[src/sv/bgc_pkg.sv]
`default_nettype none
package bgc_pkg;

	localparam int CFG_INDEX_W = 3;
	localparam int CFG_DATA_W  = 16;
	localparam int NOW_W       = 32;
	localparam int THR_W       = 16;

	localparam logic [CFG_INDEX_W-1:0] REG_DEBOUNCE_TIME       = 3'd0;
	localparam logic [CFG_INDEX_W-1:0] REG_DOUBLE_CLICK_WINDOW = 3'd1;
	localparam logic [CFG_INDEX_W-1:0] REG_LONG_PRESS_TIME     = 3'd2;
	localparam logic [CFG_INDEX_W-1:0] REG_MEDIUM_HOLD_TIME    = 3'd3;
	localparam logic [CFG_INDEX_W-1:0] REG_VERY_LONG_TIME      = 3'd4;
	localparam logic [CFG_INDEX_W-1:0] REG_VARIANT_MODE        = 3'd5;

	localparam logic [THR_W-1:0] RST_DEBOUNCE_TIME       = 16'd30;
	localparam logic [THR_W-1:0] RST_DOUBLE_CLICK_WINDOW = 16'd300;
	localparam logic [THR_W-1:0] RST_LONG_PRESS_TIME     = 16'd800;
	localparam logic [THR_W-1:0] RST_MEDIUM_HOLD_TIME    = 16'd1500;
	localparam logic [THR_W-1:0] RST_VERY_LONG_TIME      = 16'd5000;
	localparam logic             RST_VARIANT_MODE        = 1'b0;

	localparam logic OP_SAMPLE  = 1'b0;
	localparam logic OP_RESTART = 1'b1;

	typedef enum logic [2:0] {
		GEST_NONE      = 3'd0,
		GEST_SINGLE    = 3'd1,
		GEST_DOUBLE    = 3'd2,
		GEST_LONG      = 3'd3,
		GEST_MEDIUM    = 3'd4,
		GEST_VERY_LONG = 3'd5
	} gesture_t;

	typedef struct packed {
		logic [THR_W-1:0] debounce_time;
		logic [THR_W-1:0] double_click_window;
		logic [THR_W-1:0] long_press_time;
		logic [THR_W-1:0] medium_hold_time;
		logic [THR_W-1:0] very_long_time;
		logic             variant_mode;
	} cfg_t;

endpackage
`default_nettype wire

[src/sv/bgc_cfg.sv]
`default_nettype none
module bgc_cfg (
	input  wire                                  clk,
	input  wire                                  arst_n,
	input  wire                                  cfg_valid,
	output logic                                 cfg_ready,
	input  wire  [bgc_pkg::CFG_INDEX_W-1:0]      cfg_index,
	input  wire  [bgc_pkg::CFG_DATA_W-1:0]       cfg_data,
	output bgc_pkg::cfg_t                        cfg
);

	bgc_pkg::cfg_t cfg_q;

	assign cfg_ready = 1'b1;
	assign cfg       = cfg_q;

	always_ff @(posedge clk or negedge arst_n) begin
		if (!arst_n) begin
			cfg_q.debounce_time       <= bgc_pkg::RST_DEBOUNCE_TIME;
			cfg_q.double_click_window <= bgc_pkg::RST_DOUBLE_CLICK_WINDOW;
			cfg_q.long_press_time     <= bgc_pkg::RST_LONG_PRESS_TIME;
			cfg_q.medium_hold_time    <= bgc_pkg::RST_MEDIUM_HOLD_TIME;
			cfg_q.very_long_time      <= bgc_pkg::RST_VERY_LONG_TIME;
			cfg_q.variant_mode        <= bgc_pkg::RST_VARIANT_MODE;
		end else if (cfg_valid) begin
			// drop writes to unknown indexes
			case (cfg_index)
				bgc_pkg::REG_DEBOUNCE_TIME:       cfg_q.debounce_time       <= cfg_data;
				bgc_pkg::REG_DOUBLE_CLICK_WINDOW: cfg_q.double_click_window <= cfg_data;
				bgc_pkg::REG_LONG_PRESS_TIME:     cfg_q.long_press_time     <= cfg_data;
				bgc_pkg::REG_MEDIUM_HOLD_TIME:    cfg_q.medium_hold_time    <= cfg_data;
				bgc_pkg::REG_VERY_LONG_TIME:      cfg_q.very_long_time      <= cfg_data;
				bgc_pkg::REG_VARIANT_MODE:        cfg_q.variant_mode        <= cfg_data[0];
				default: ;
			endcase
		end
	end

endmodule
`default_nettype wire

[src/sv/bgc_core.sv]
`default_nettype none
module bgc_core #(
	parameter int TIME_WIDTH = 32
) (
	input  wire                              clk,
	input  wire                              arst_n,
	input  wire  bgc_pkg::cfg_t              cfg,
	input  wire                              fire,
	input  wire                              op,
	input  wire                              pressed,
	input  wire  [bgc_pkg::NOW_W-1:0]        now_ms,
	output bgc_pkg::gesture_t                gesture
);

	typedef logic [TIME_WIDTH-1:0] tm_t;

	logic raw_candidate_q, stable_level_q, click_pending_q, in_second_press_q, long_fired_q;
	tm_t  candidate_start_q, press_start_q, click_deadline_q;

	logic raw_candidate_d, stable_level_d, click_pending_d, in_second_press_d, long_fired_d;
	tm_t  candidate_start_d, press_start_d, click_deadline_d;

	logic [63:0] now_64, deb_64, win_64, med_64, hold_64;
	tm_t         now_t, deb_t, win_t, med_t, hold_t, since_dl;

	function automatic logic reached(input tm_t now, input tm_t since, input tm_t thr);
		tm_t d;
		d = now - since;
		return !d[TIME_WIDTH-1] && (d >= thr);
	endfunction

	assign now_64  = {32'd0, now_ms};
	assign deb_64  = {48'd0, cfg.debounce_time};
	assign win_64  = {48'd0, cfg.double_click_window};
	assign med_64  = {48'd0, cfg.medium_hold_time};
	assign hold_64 = {48'd0, cfg.variant_mode ? cfg.very_long_time : cfg.long_press_time};
	assign now_t   = now_64[TIME_WIDTH-1:0];
	assign deb_t   = deb_64[TIME_WIDTH-1:0];
	assign win_t   = win_64[TIME_WIDTH-1:0];
	assign med_t   = med_64[TIME_WIDTH-1:0];
	assign hold_t  = hold_64[TIME_WIDTH-1:0];
	assign since_dl = now_t - click_deadline_q;

	always_comb begin
		raw_candidate_d   = raw_candidate_q;
		stable_level_d    = stable_level_q;
		candidate_start_d = candidate_start_q;
		press_start_d     = press_start_q;
		click_deadline_d  = click_deadline_q;
		click_pending_d   = click_pending_q;
		in_second_press_d = in_second_press_q;
		long_fired_d      = long_fired_q;
		gesture           = bgc_pkg::GEST_NONE;

		if (op == bgc_pkg::OP_RESTART) begin
			raw_candidate_d   = pressed;
			stable_level_d    = pressed;
			candidate_start_d = now_t;
			press_start_d     = now_t;
			click_deadline_d  = '0;
			click_pending_d   = 1'b0;
			in_second_press_d = 1'b0;
			long_fired_d      = 1'b0;
		end else begin
			// window ran out with no second press
			if (!stable_level_q && click_pending_q && !since_dl[TIME_WIDTH-1]) begin
				click_pending_d = 1'b0;
				gesture         = bgc_pkg::GEST_SINGLE;
			end

			if (pressed != raw_candidate_q) begin
				raw_candidate_d   = pressed;
				candidate_start_d = now_t;
			end else if (pressed != stable_level_q && reached(now_t, candidate_start_q, deb_t)) begin
				stable_level_d = pressed;
				if (pressed) begin
					press_start_d     = now_t;
					long_fired_d      = 1'b0;
					in_second_press_d = click_pending_d;
				end else if (long_fired_q) begin
					in_second_press_d = 1'b0;
				end else if (cfg.variant_mode && reached(now_t, press_start_q, med_t)) begin
					click_pending_d   = 1'b0;
					in_second_press_d = 1'b0;
					gesture           = bgc_pkg::GEST_MEDIUM;
				end else if (in_second_press_q) begin
					click_pending_d   = 1'b0;
					in_second_press_d = 1'b0;
					gesture           = bgc_pkg::GEST_DOUBLE;
				end else begin
					click_pending_d  = 1'b1;
					click_deadline_d = now_t + win_t;
				end
			end

			// held past the hold threshold: later gesture wins
			if (stable_level_d && !long_fired_d && reached(now_t, press_start_d, hold_t)) begin
				long_fired_d      = 1'b1;
				click_pending_d   = 1'b0;
				in_second_press_d = 1'b0;
				gesture           = cfg.variant_mode ? bgc_pkg::GEST_VERY_LONG
				                                     : bgc_pkg::GEST_LONG;
			end
		end
	end

	always_ff @(posedge clk or negedge arst_n) begin
		if (!arst_n) begin
			raw_candidate_q   <= 1'b0;
			stable_level_q    <= 1'b0;
			candidate_start_q <= '0;
			press_start_q     <= '0;
			click_deadline_q  <= '0;
			click_pending_q   <= 1'b0;
			in_second_press_q <= 1'b0;
			long_fired_q      <= 1'b0;
		end else if (fire) begin
			raw_candidate_q   <= raw_candidate_d;
			stable_level_q    <= stable_level_d;
			candidate_start_q <= candidate_start_d;
			press_start_q     <= press_start_d;
			click_deadline_q  <= click_deadline_d;
			click_pending_q   <= click_pending_d;
			in_second_press_q <= in_second_press_d;
			long_fired_q      <= long_fired_d;
		end
	end

`ifndef SYNTHESIS
	a_variant_only: assert property (@(posedge clk) disable iff (!arst_n)
		fire && (gesture == bgc_pkg::GEST_MEDIUM || gesture == bgc_pkg::GEST_VERY_LONG)
		|-> cfg.variant_mode)
		else $error("variant gesture raised in standard mode");
	a_long_marks: assert property (@(posedge clk) disable iff (!arst_n)
		fire && (gesture == bgc_pkg::GEST_LONG || gesture == bgc_pkg::GEST_VERY_LONG)
		|=> long_fired_q && !click_pending_q)
		else $error("hold gesture did not mark long_fired");
	a_restart_none: assert property (@(posedge clk) disable iff (!arst_n)
		(op == bgc_pkg::OP_RESTART) |-> gesture == bgc_pkg::GEST_NONE)
		else $error("restart beat raised a gesture");
`endif

endmodule
`default_nettype wire

[src/sv/button_gesture_classifier.sv]
`default_nettype none
// Button gesture classifier.
// Input channel (in_valid/in_ready): one beat per button sample, carrying op
// (sample or restart), the raw pressed level and a wrapping millisecond time.
// Output channel (out_valid/out_ready): exactly one beat per input beat,
// carrying the gesture code (none, single, double, long, medium, very long).
// Config channel (cfg_valid/cfg_ready): register index and 16-bit data; always
// ready; the user must write it only while the block is idle; the block has no check for this.
// An accepted beat is held in the input register, where the debounce/classify
// logic evaluates it combinationally against the state registers; its result
// moves into the output register once that slot is free, and out_valid is
// driven from the output register. Throughput: one beat per cycle while the
// receiver does not stall, with all subtract-compare checks between the registers.
// When the receiver stalls, the output register holds its beat and the input
// register holds one more; in_ready drops only when both are full.
// Reset clears all gesture state, empties both registers and loads the
// register defaults.
module button_gesture_classifier #(
	parameter int TIME_WIDTH = 32
) (
	input  wire                             clk,
	input  wire                             arst_n,
	input  wire                             in_valid,
	output logic                            in_ready,
	input  wire                             op,
	input  wire                             pressed,
	input  wire  [bgc_pkg::NOW_W-1:0]       now_ms,
	output logic                            out_valid,
	input  wire                             out_ready,
	output logic [2:0]                      gesture,
	input  wire                             cfg_valid,
	output logic                            cfg_ready,
	input  wire  [bgc_pkg::CFG_INDEX_W-1:0] cfg_index,
	input  wire  [bgc_pkg::CFG_DATA_W-1:0]  cfg_data
);

	bgc_pkg::cfg_t     cfg;
	bgc_pkg::gesture_t gest_c, gesture_s2;
	logic                      valid_s1, valid_s2, op_s1, pressed_s1, advance;
	logic [bgc_pkg::NOW_W-1:0] now_s1;

	// the output slot frees when empty or being taken this cycle
	assign advance   = !valid_s2 || out_ready;
	assign in_ready  = !valid_s1 || advance;
	assign out_valid = valid_s2;
	assign gesture   = gesture_s2;

	bgc_cfg u_cfg (
		.clk       (clk),
		.arst_n    (arst_n),
		.cfg_valid (cfg_valid),
		.cfg_ready (cfg_ready),
		.cfg_index (cfg_index),
		.cfg_data  (cfg_data),
		.cfg       (cfg)
	);

	bgc_core #(.TIME_WIDTH(TIME_WIDTH)) u_core (
		.clk     (clk),
		.arst_n  (arst_n),
		.cfg     (cfg),
		.fire    (valid_s1 && advance),
		.op      (op_s1),
		.pressed (pressed_s1),
		.now_ms  (now_s1),
		.gesture (gest_c)
	);

	always_ff @(posedge clk or negedge arst_n) begin
		if (!arst_n) begin
			valid_s1 <= 1'b0;
			valid_s2 <= 1'b0;
		end else begin
			if (in_ready) begin
				valid_s1 <= in_valid;
			end
			if (advance) begin
				valid_s2 <= valid_s1;
			end
		end
	end

	always_ff @(posedge clk) begin
		if (in_valid && in_ready) begin
			op_s1      <= op;
			pressed_s1 <= pressed;
			now_s1     <= now_ms;
		end
		if (advance && valid_s1) begin
			gesture_s2 <= gest_c;
		end
	end

`ifndef SYNTHESIS
	a_ready_when_free: assert property (@(posedge clk) disable iff (!arst_n)
		!valid_s2 |-> in_ready)
		else $error("input stalled with empty output register");
	a_accept_loads: assert property (@(posedge clk) disable iff (!arst_n)
		in_valid && in_ready |=> valid_s1)
		else $error("accepted beat lost from input register");
	a_restart_out: assert property (@(posedge clk) disable iff (!arst_n)
		valid_s1 && advance && op_s1 == bgc_pkg::OP_RESTART
		|=> valid_s2 && gesture_s2 == bgc_pkg::GEST_NONE)
		else $error("restart beat gave a gesture");
	a_stall_keeps: assert property (@(posedge clk) disable iff (!arst_n)
		valid_s1 && !advance |=> valid_s1 && $stable(now_s1))
		else $error("pending input beat changed while output stalled");
`endif

endmodule
`default_nettype wire

[config.mk]
export PLATFORM = sky130hd
export DESIGN_NAME = button_gesture_classifier
export DESIGN_NICKNAME = d
export VERILOG_FILES = /design/src/sv/bgc_pkg.sv /design/src/sv/bgc_cfg.sv /design/src/sv/bgc_core.sv /design/src/sv/button_gesture_classifier.sv
export SDC_FILE = /design/constraint.sdc
export NUM_CORES = 1
export LEC_CHECK = 0
export ABC_CLOCK_PERIOD_IN_PS = 24000
export BUFFER_PORTS_ARGS = -buffer_cell sky130_fd_sc_hd__buf_2
export CORE_MARGIN = 5
export CORE_UTILIZATION = 30
export CTS_BUF_LIST = sky130_fd_sc_hd__clkbuf_16
export DETAILED_ROUTE_END_ITERATION = 16
export SLEW_MARGIN = 25
export SYNTH_ARGS = -nofsm -noshare
export SYNTH_HDL_FRONTEND = slang
export SYNTH_SLANG_ARGS = --single-unit
[constraint.sdc]
create_clock -name clk -period 24 [get_ports clk]
set_clock_uncertainty 0.2 [all_clocks]
set_input_delay 0 -clock clk [delete_from_list [all_inputs] [get_ports clk]]
set_output_delay 0 -clock clk [all_outputs]
set_load 0.01 [all_outputs]
==> summary.md, run 1 <==
| Metric | Value |
|---|---|
| Leak | `0.00889 uW` |
| Max Cap Viol | `0` |
| Non-filler cells, final | `2738` |
| Clock slew at reported path FFs | `60 ps` |
| Dominant cell type by area after synthesis | `dfrtp_1` |
| Clk_lat worst skew | `550 ps` |
| DRC violations left | `0` |
| Hold Fails Final Rpt | `0` |
| CTS tree | `built` |
| Vias in the first global route | `14.4k` |
| Vias | `14.4k` |
| Detailed-placement wirelength estimate | `37500 um` |
| Post-Syn Area per Cell | `9.53 um2` |
| Fmax | `88.6 MHz` |
| Design Area, Final | `20300 um2` |
| Gpl congestion | `0.898` |
| Post-synth top flop | `dfrtp_1` |
| CTS Buf Count | `25` |
| Pre-antenna DRT Iters | `5` |
| Critical path class | `flip-flop to flip-flop` |
| RSZ-0062 raised after global routing | `no` |
| Final nets | `2211` |
| Crit. End Element | `flip-flop` |
| Sink Count | `221` |
| Fillers | `5658` |
| Synth async-reset ratio | `83.3%` |
| Slew Viols, Final | `0` |
| Slew HR | `31.5%` |
| DR WL/cell | `18.0 um` |
| Die extent in x | `250 um` |
| Largest family of logic cells by synthesized area | `compound AO/OA/AOI/OAI gates` |
| Die Ht | `250 um` |
| Max Fanout on Critical Path | `29` |
| Distinct cell type count after synthesis | `91` |
| First-pass GRT wire length | `79000 um` |
| Area delta synth->final | `18.2%` |
| Synth Area in Simple Gates | `12.0%` |
| Yosys warning count | `0` |
| Post-synthesis compound-gate area fraction | `19.8%` |
| Tot GR Track Use | `15.3%` |
| CTS Buffer Depth | `3` |
| Startpoint types | `flip-flop` |
| Yosys reg bits | `221` |
| Starting Density | `30.4%` |
| Internal Power | `1120 uW` |
| XOR/XNOR share of the synthesized area | `4.64%` |
| Initial antenna violation count | `1` |
| Ports | `64` |
| Synth area leaders | `dfrtp_1, ha_1, mux2_2` |
| VDD IR max | `0.0627 mV` |
| Setup TNS | `0 ps` |
| Clk pwr share | `20.6%` |
| Worst Path Arrival | `11370 ps` |
| Fin crit period | `11290 ps` |
| Tightest Hold Check Type | `primary input to flip-flop` |
| Fraction of layout cells with a size suffix above 1 | `15.1%` |
| Pwr Density | `93.7 nW/um2` |
| Post-synthesis adder-cell area fraction | `14.1%` |
| Multiplexer share of the synthesized area | `10.8%` |
| Comb power frac | `52.2%` |
| Core area | `56600 um2` |
| Slew @ Worst Pin | `1030 ps` |
| Sequential element share of the synthesized area | `33.4%` |
| Gr ovfl total | `0` |
| CP required | `24080 ps` |
| Syn Inst Count | `1806` |
| Net Sw Power | `783 uW` |
| Cells after DPL | `2581` |
| Post-route ant nets | `0` |
| Number of H-tree levels | `1` |
| Switching share of power | `41.1%` |
| DRT iter0 DRCs | `813` |
| DP Area | `18400 um2` |
| Setup violators final | `0` |
| # rows | `87` |
| Final Cycle Share | `47.0%` |
| Slowest CP cell | `edfxtp_1` |
| Slowest stage delay, CP | `630 ps` |
| Synth Net Count | `2055` |
| Largest net degree at the start of global routing | `123` |
| Post-Syn Area | `17200 um2` |
| Via density | `5.24` |
| Post-Route WL | `49300 um` |
| Number of synthesized flops with an enable pin | `37` |
| CTS root buf | `clkbuf_16` |
| Worst hold margin | `23.1 ps` |
| Die footprint | `62300 um2` |
| Outcome | `complete, no violations` |
| Post-synth top area share | `23.4%` |
| Port Buffers | `62` |
| Part of the power in registers | `27.3%` |
stage by stage:
step | total power [uW] | setup WS [ps] | util, %
final | 1910 | 12710 | 35.9
after CTS | 1910 | 12900 | 35.8
after detailed placement | 1490 | 12980 | 32.5
after global routing | 2060 | 11940 | 35.9
after floorplan | 1250 | 14410 | -
after global placement | 1480 | 13240 | 32.5
cell type report:
class                      count  area, um2  area share [%]
tap                          756        946            4.65
timing repair buffer         187       1550            7.63
sequential                   221       5740            28.2
clock buffer                  25        626            3.07
clock inverter                21        200           0.984
antenna                        1       2.50          0.0123
multi-input combinational   1350      10600            52.1
inverter                     177        664            3.27
final timing paths:
check | start | slack, ps | end | depth (start not counted)
min in group asynchronous | arst_n | 290 | u_cfg.cfg[6]$_DFFE_PN0P_ | 3
worst max register to register | now_s1[1]$_DFFE_PP_ | 12710 | gesture[1]$_SDFFCE_PP0P_ | 41
max in group asynchronous | arst_n | 22080 | u_cfg.cfg[62]$_DFFE_PN0P_ | 4
worst min register to register | u_core.candidate_start_q[30]$_DFFE_PN0P_ | 280 | u_core.candidate_start_q[30]$_DFFE_PN0P_ | 2
worst max-delay path | now_s1[1]$_DFFE_PP_ | 12710 | gesture[1]$_SDFFCE_PP0P_ | 41
worst min-delay path | now_ms[10] | 20 | now_s1[10]$_DFFE_PP_ | 2
state kept, by name, summed over array words and instances (netlist names):
register                  flops
now_s1                       32
u_core.click_pending_q        1
u_core.click_deadline_q      32
u_core.stable_level_q         1
u_cfg.cfg                    81
u_core.long_fired_q           1
op_s1                         1
u_core.in_second_press_q      1
out_valid                     1
u_core.press_start_q         32
u_core.candidate_start_q     32
u_core.raw_candidate_q        1
valid_s1                      1
pressed_s1                    1
gesture                       3
cells in the mapped netlist (13+ instances only):
cell and instances:
o21a_1 19, xnor2_1 63, a21o_1 71, o211ai_1 14, inv_1 175, clkbuf_1 39
dfrtp_1 161, nor2_1 78, o21bai_1 21, a211oi_1 19, o21ai_0 103, buf_2 13
nor3_1 25, nand2_1 96, nand4_1 36, xor2_1 25, a31oi_1 13, nand3_1 30
mux2_2 121, nand2b_1 29, mux2i_1 49, a22o_1 17, ha_1 187, a22oi_1 14
o22ai_1 14, nor2b_1 24, edfxtp_1 37, a21oi_1 104, dfstp_2 23
critical path: cells and delay by family, from the launching register on:
kind                       cells  cell delay [ps]
muxes                          1              260
adders and majority gates      4             1270
AOI/OAI and AO/OA             19             4700
and+or+nand+nor               15             3480
xor gates and xnor gates       1              200
buffers and inverters          1              280
DFF                            1              630
cell usage in the layout, fill, tap and decap left out, drive strengths merged, types with 16 or more instances in the layout:
| master | synthesis | final |
|---|---|---|
| nor2b | 24 | 24 |
| edfxtp | 37 | 37 |
| buf | 17 | 79 |
| a211oi | 20 | 20 |
| nand2 | 96 | 96 |
| dfstp | 23 | 23 |
| ha | 187 | 187 |
| o21a | 19 | 19 |
| a21o | 71 | 71 |
| nor3 | 25 | 25 |
| mux2 | 121 | 121 |
| a22o | 17 | 17 |
| o21ai | 108 | 108 |
| a21oi | 105 | 105 |
| xor2 | 25 | 25 |
| nor2 | 78 | 78 |
| o211ai | 16 | 16 |
| dlygate4sd3 | 0 | 108 |
| nand3 | 31 | 31 |
| nand2b | 29 | 29 |
| nand4 | 36 | 36 |
| inv | 175 | 179 |
| a31oi | 16 | 16 |
| xnor2 | 64 | 64 |
| mux2i | 49 | 49 |
| clkbuf | 41 | 25 |
| dfrtp | 161 | 161 |
| o21bai | 21 | 21 |
kinds of logic after synthesis:
logic type	after synthesis
AOI/OAI and AO/OA	501
xor gates and xnor gates	89
adders and majority gates	192
buffers and inverters	235
DFF	221
muxes	170
other	1
and+or+nand+nor	397
metal layers:
| metal | up-vias | wire, um | global-route usage [%] |
|---|---|---|---|
| met5 | - | 0 | 0 |
| met3 | 64 | 1720 | 1.26 |
| li1 | 6926 | - | - |
| met2 | 311 | 24700 | 27.5 |
| met1 | 7049 | 21900 | 20.0 |
| met4 | 0 | 1070 | 3.90 |
power by group through the flow:
stage	logic, uW	clock network [uW]	registers [uW]
after global placement	953	0	522
after CTS	991	402	519
after global routing	1110	418	529
after detailed placement	968	0	526
after floorplan	743	0	508
final	994	392	520
repair_timing:
action                    CTS  global route
gates resized for setup     0             0
hold endpoints to repair  240            43
hold buffers              106             2
setup buffers               0             0
Power figures use the tool's default switching activity.
==> run 2: changes to the inputs <==
--- a/config.mk
+++ b/config.mk
@@ -5,7 +5,7 @@
 export SDC_FILE = /design/constraint.sdc
 export NUM_CORES = 1
 export LEC_CHECK = 0
-export ABC_CLOCK_PERIOD_IN_PS = 24000
+export ABC_CLOCK_PERIOD_IN_PS = 11000
 export BUFFER_PORTS_ARGS = -buffer_cell sky130_fd_sc_hd__buf_2
 export CORE_MARGIN = 5
 export CORE_UTILIZATION = 30
==> constraint.sdc (replaced) <==
create_clock -name clk -period 11 [get_ports clk]
set_clock_uncertainty 0.2 [all_clocks]
set_input_delay 0 -clock clk [delete_from_list [all_inputs] [get_ports clk]]
set_output_delay 0 -clock clk [all_outputs]
set_load 0.01 [all_outputs]
==> summary.md, run 2 (synthesis results as in run 1) <==
| Metric | Value |
|---|---|
| RR Endpoint | `gesture[2]$_SDFFCE_PP0P_` |
| # rows | `87 (unchanged)` |
| Worst path bufs/invs | `3 (+2)` |
| Pwr Density | `201 nW/um2 (+110%)` |
| Final Worst Setup Slack | `821 ps (-11890 ps)` |
| Die Ht | `250 um (unchanged)` |
| Clk_lat worst skew | `550 ps (about the same)` |
| Via density | `5.25 (+0.25%)` |
| Fraction of layout cells with a size suffix above 1 | `16.3% (+1.1 points)` |
| Slew @ Worst Pin | `833 ps (-194 ps)` |
| Leak | `0.00903 uW (+1.7%)` |
| Clock slew at reported path FFs | `60 ps (about the same)` |
| Min-delay src | `now_ms[12]` |
| Non-filler cells, final | `2767 (+1.1%)` |
| ANT cells | `0 (-1)` |
| Gr ovfl total | `0 (unchanged)` |
| Max Cap Viol | `0 (unchanged)` |
| Pre-CTS setup slack | `530 ps (-12450 ps)` |
| Port Buffers | `62 (unchanged)` |
| Detailed-placement wirelength estimate | `38900 um (+3.8%)` |
| Core area | `56600 um2 (unchanged)` |
| Area delta synth->final | `19.2%` |
| DRT iter0 DRCs | `850 (+4.6%)` |
| Tightest Hold Check Type | `primary input to flip-flop` |
| Pre-antenna DRT Iters | `5 (unchanged)` |
| Ports | `64 (unchanged)` |
| First-pass GRT wire length | `80200 um (+1.5%)` |
| CTS Buf Count | `25 (unchanged)` |
| Max Fanout on Critical Path | `28 (-3.4%)` |
| Reg2reg path depth | `43 (+4.9%)` |
| Fmax | `98.2 MHz (+11%)` |
| CTS root buf | `clkbuf_16` |
| Slowest stage delay, CP | `420 ps (-210 ps)` |
| Tot GR Track Use | `15.7% (+0.35 points)` |
| Slowest CP cell | `fa_1` |
| Crit. End Element | `flip-flop` |
| Initial antenna violation count | `1 (unchanged)` |
| Largest net degree at the start of global routing | `60 (-51%)` |
| Vias | `14.5k (+1.3%)` |
| DRC violations left | `0 (unchanged)` |
| Sink Count | `221 (unchanged)` |
| R2R Setup Slk | `820 ps (-11890 ps)` |
| RSZ-0062 raised after global routing | `no` |
| Detail Route met3 WL | `1990 um (+16%)` |
| Outcome | `complete, no violations` |
| Most common cell after layout, fill and taps aside | `ha_1` |
| Die extent in x | `250 um (unchanged)` |
| Starting Density | `30.4% (unchanged)` |
| CP required | `11090 ps (-12990 ps)` |
| Met2 wire len | `25200 um (+2.1%)` |
| CTS Buffer Depth | `3 (unchanged)` |
| VDD IR max | `0.121 mV (+92%)` |
| Startpoint types | `flip-flop` |
| Setup TNS | `0 ps (unchanged)` |
| Hold Path Depth | `2 (unchanged)` |
| CP delay by family, top | `compound AO/OA/AOI/OAI gates` |
| Die footprint | `62300 um2 (unchanged)` |
| Post-Route M1 WL | `22200 um (+1.4%)` |
| Post-Route WL | `50900 um (+3.2%)` |
| Most frequent cells in the layout | `ha_1, inv_1, dfrtp_1, mux2_2, dlygate4sd3_1` |
| Hold Path End | `now_s1[12]$_DFFE_PP_` |
| Vias in the first global route | `14.6k (+1.4%)` |
| Gpl congestion | `0.911 (+1.4%)` |
| Final nets | `2241 (+1.4%)` |
| Hold Fails Final Rpt | `0 (unchanged)` |
| Setup violators final | `0 (unchanged)` |
| Fin crit period | `10180 ps (-1110 ps)` |
| Worst Path Arrival | `10270 ps (-1100 ps)` |
| Cells after DPL | `2609 (+1.1%)` |
| Slew Viols, Final | `0 (unchanged)` |
| Max Used Layer | `met4` |
| Number of H-tree levels | `1 (unchanged)` |
| Reg2reg start | `now_s1[0]$_DFFE_PP_` |
| CTS tree | `built` |
| Final Cycle Share | `92.5% (+46 points)` |
| Critical path class | `flip-flop to flip-flop` |
| Max FFs per register | `81 (unchanged)` |
| Post-route ant nets | `0 (unchanged)` |
| Slew HR | `44.5% (+13 points)` |
| DR WL/cell | `18.4 um (+2.1%)` |
==> run 2: changes by cell type in the layout (fill, tap and decap cells not counted), sizes merged <==
cell / delta
buf: +28
inv: +5
bufinv: -2
clkinvlp: -2
clkbuf: +1
clkinv: -1
diode: -1
dlygate4sd3: +1
==> run 2: cell type report <==
type	count	area, um2
multi-input cells	1350	10600
clock buffers	25	626
repair buffers	217	1780
flip-flops and latches	221	5740
fillers	5699	36100
inverters	177	664
well taps	756	946
clock inverters	21	129
==> run 2: routing by layer <==
metal	vias to the layer above	GRT usage [%]
li1	6979	-
met1	7185	20.3
met2	294	28.1
met3	80	1.17
met4	0	4.53
met5	-	0
==> run 2: power breakdown <==
part | leakage (uW) | internal [uW] | switching [uW] | total, uW
Sequential | 0.00257 | 1020 | 103 | 1120
Combinational | 0.00607 | 957 | 1260 | 2210
Clock | 0.000393 | 437 | 354 | 791
Total | 0.00903 | 2410 | 1710 | 4120
==> run 2: worst max-delay path by stage <==
| stage | end | slack, ps | startpoint | depth (start not counted) |
|---|---|---|---|---|
| after floorplan | gesture[1]$_SDFFCE_PP0P_ | 1410 | now_s1[1]$_DFFE_PP_ | 41 |
| after global placement | gesture[1]$_SDFFCE_PP0P_ | 720 | now_s1[0]$_DFFE_PP_ | 44 |
| after detailed placement | gesture[2]$_SDFFCE_PP0P_ | 530 | now_s1[0]$_DFFE_PP_ | 41 |
| after CTS | gesture[2]$_SDFFCE_PP0P_ | 480 | now_s1[0]$_DFFE_PP_ | 41 |
| after global routing | gesture[1]$_SDFFCE_PP0P_ | 50 | now_s1[0]$_DFFE_PP_ | 43 |
| final | gesture[2]$_SDFFCE_PP0P_ | 820 | now_s1[0]$_DFFE_PP_ | 43 |
==> run 2: repair_timing <==
| item | in CTS | in global routing |
|---|---|---|
| endpoints found under the hold margin | 195 | 5 |
| hold buffers | 107 | 3 |
| setup endpoints to repair | 0 | 6 |
| resized for setup | 0 | 7 |
| setup buffers | 0 | 1 |
==> run 2: through the flow <==
stage	hold WS (ps)	instance area, um2	power, uW	utilization, %
3_5_place_dp	-150	18600	3280	32.8
6_report	81.4	20500	4120	36.3
3_3_place_gp	-152	18600	3240	32.8
4_1_cts	12.1	20400	4130	36.1
5_1_grt	66.4	20500	4450	36.3
2_1_floorplan	-496	17200	2730	-
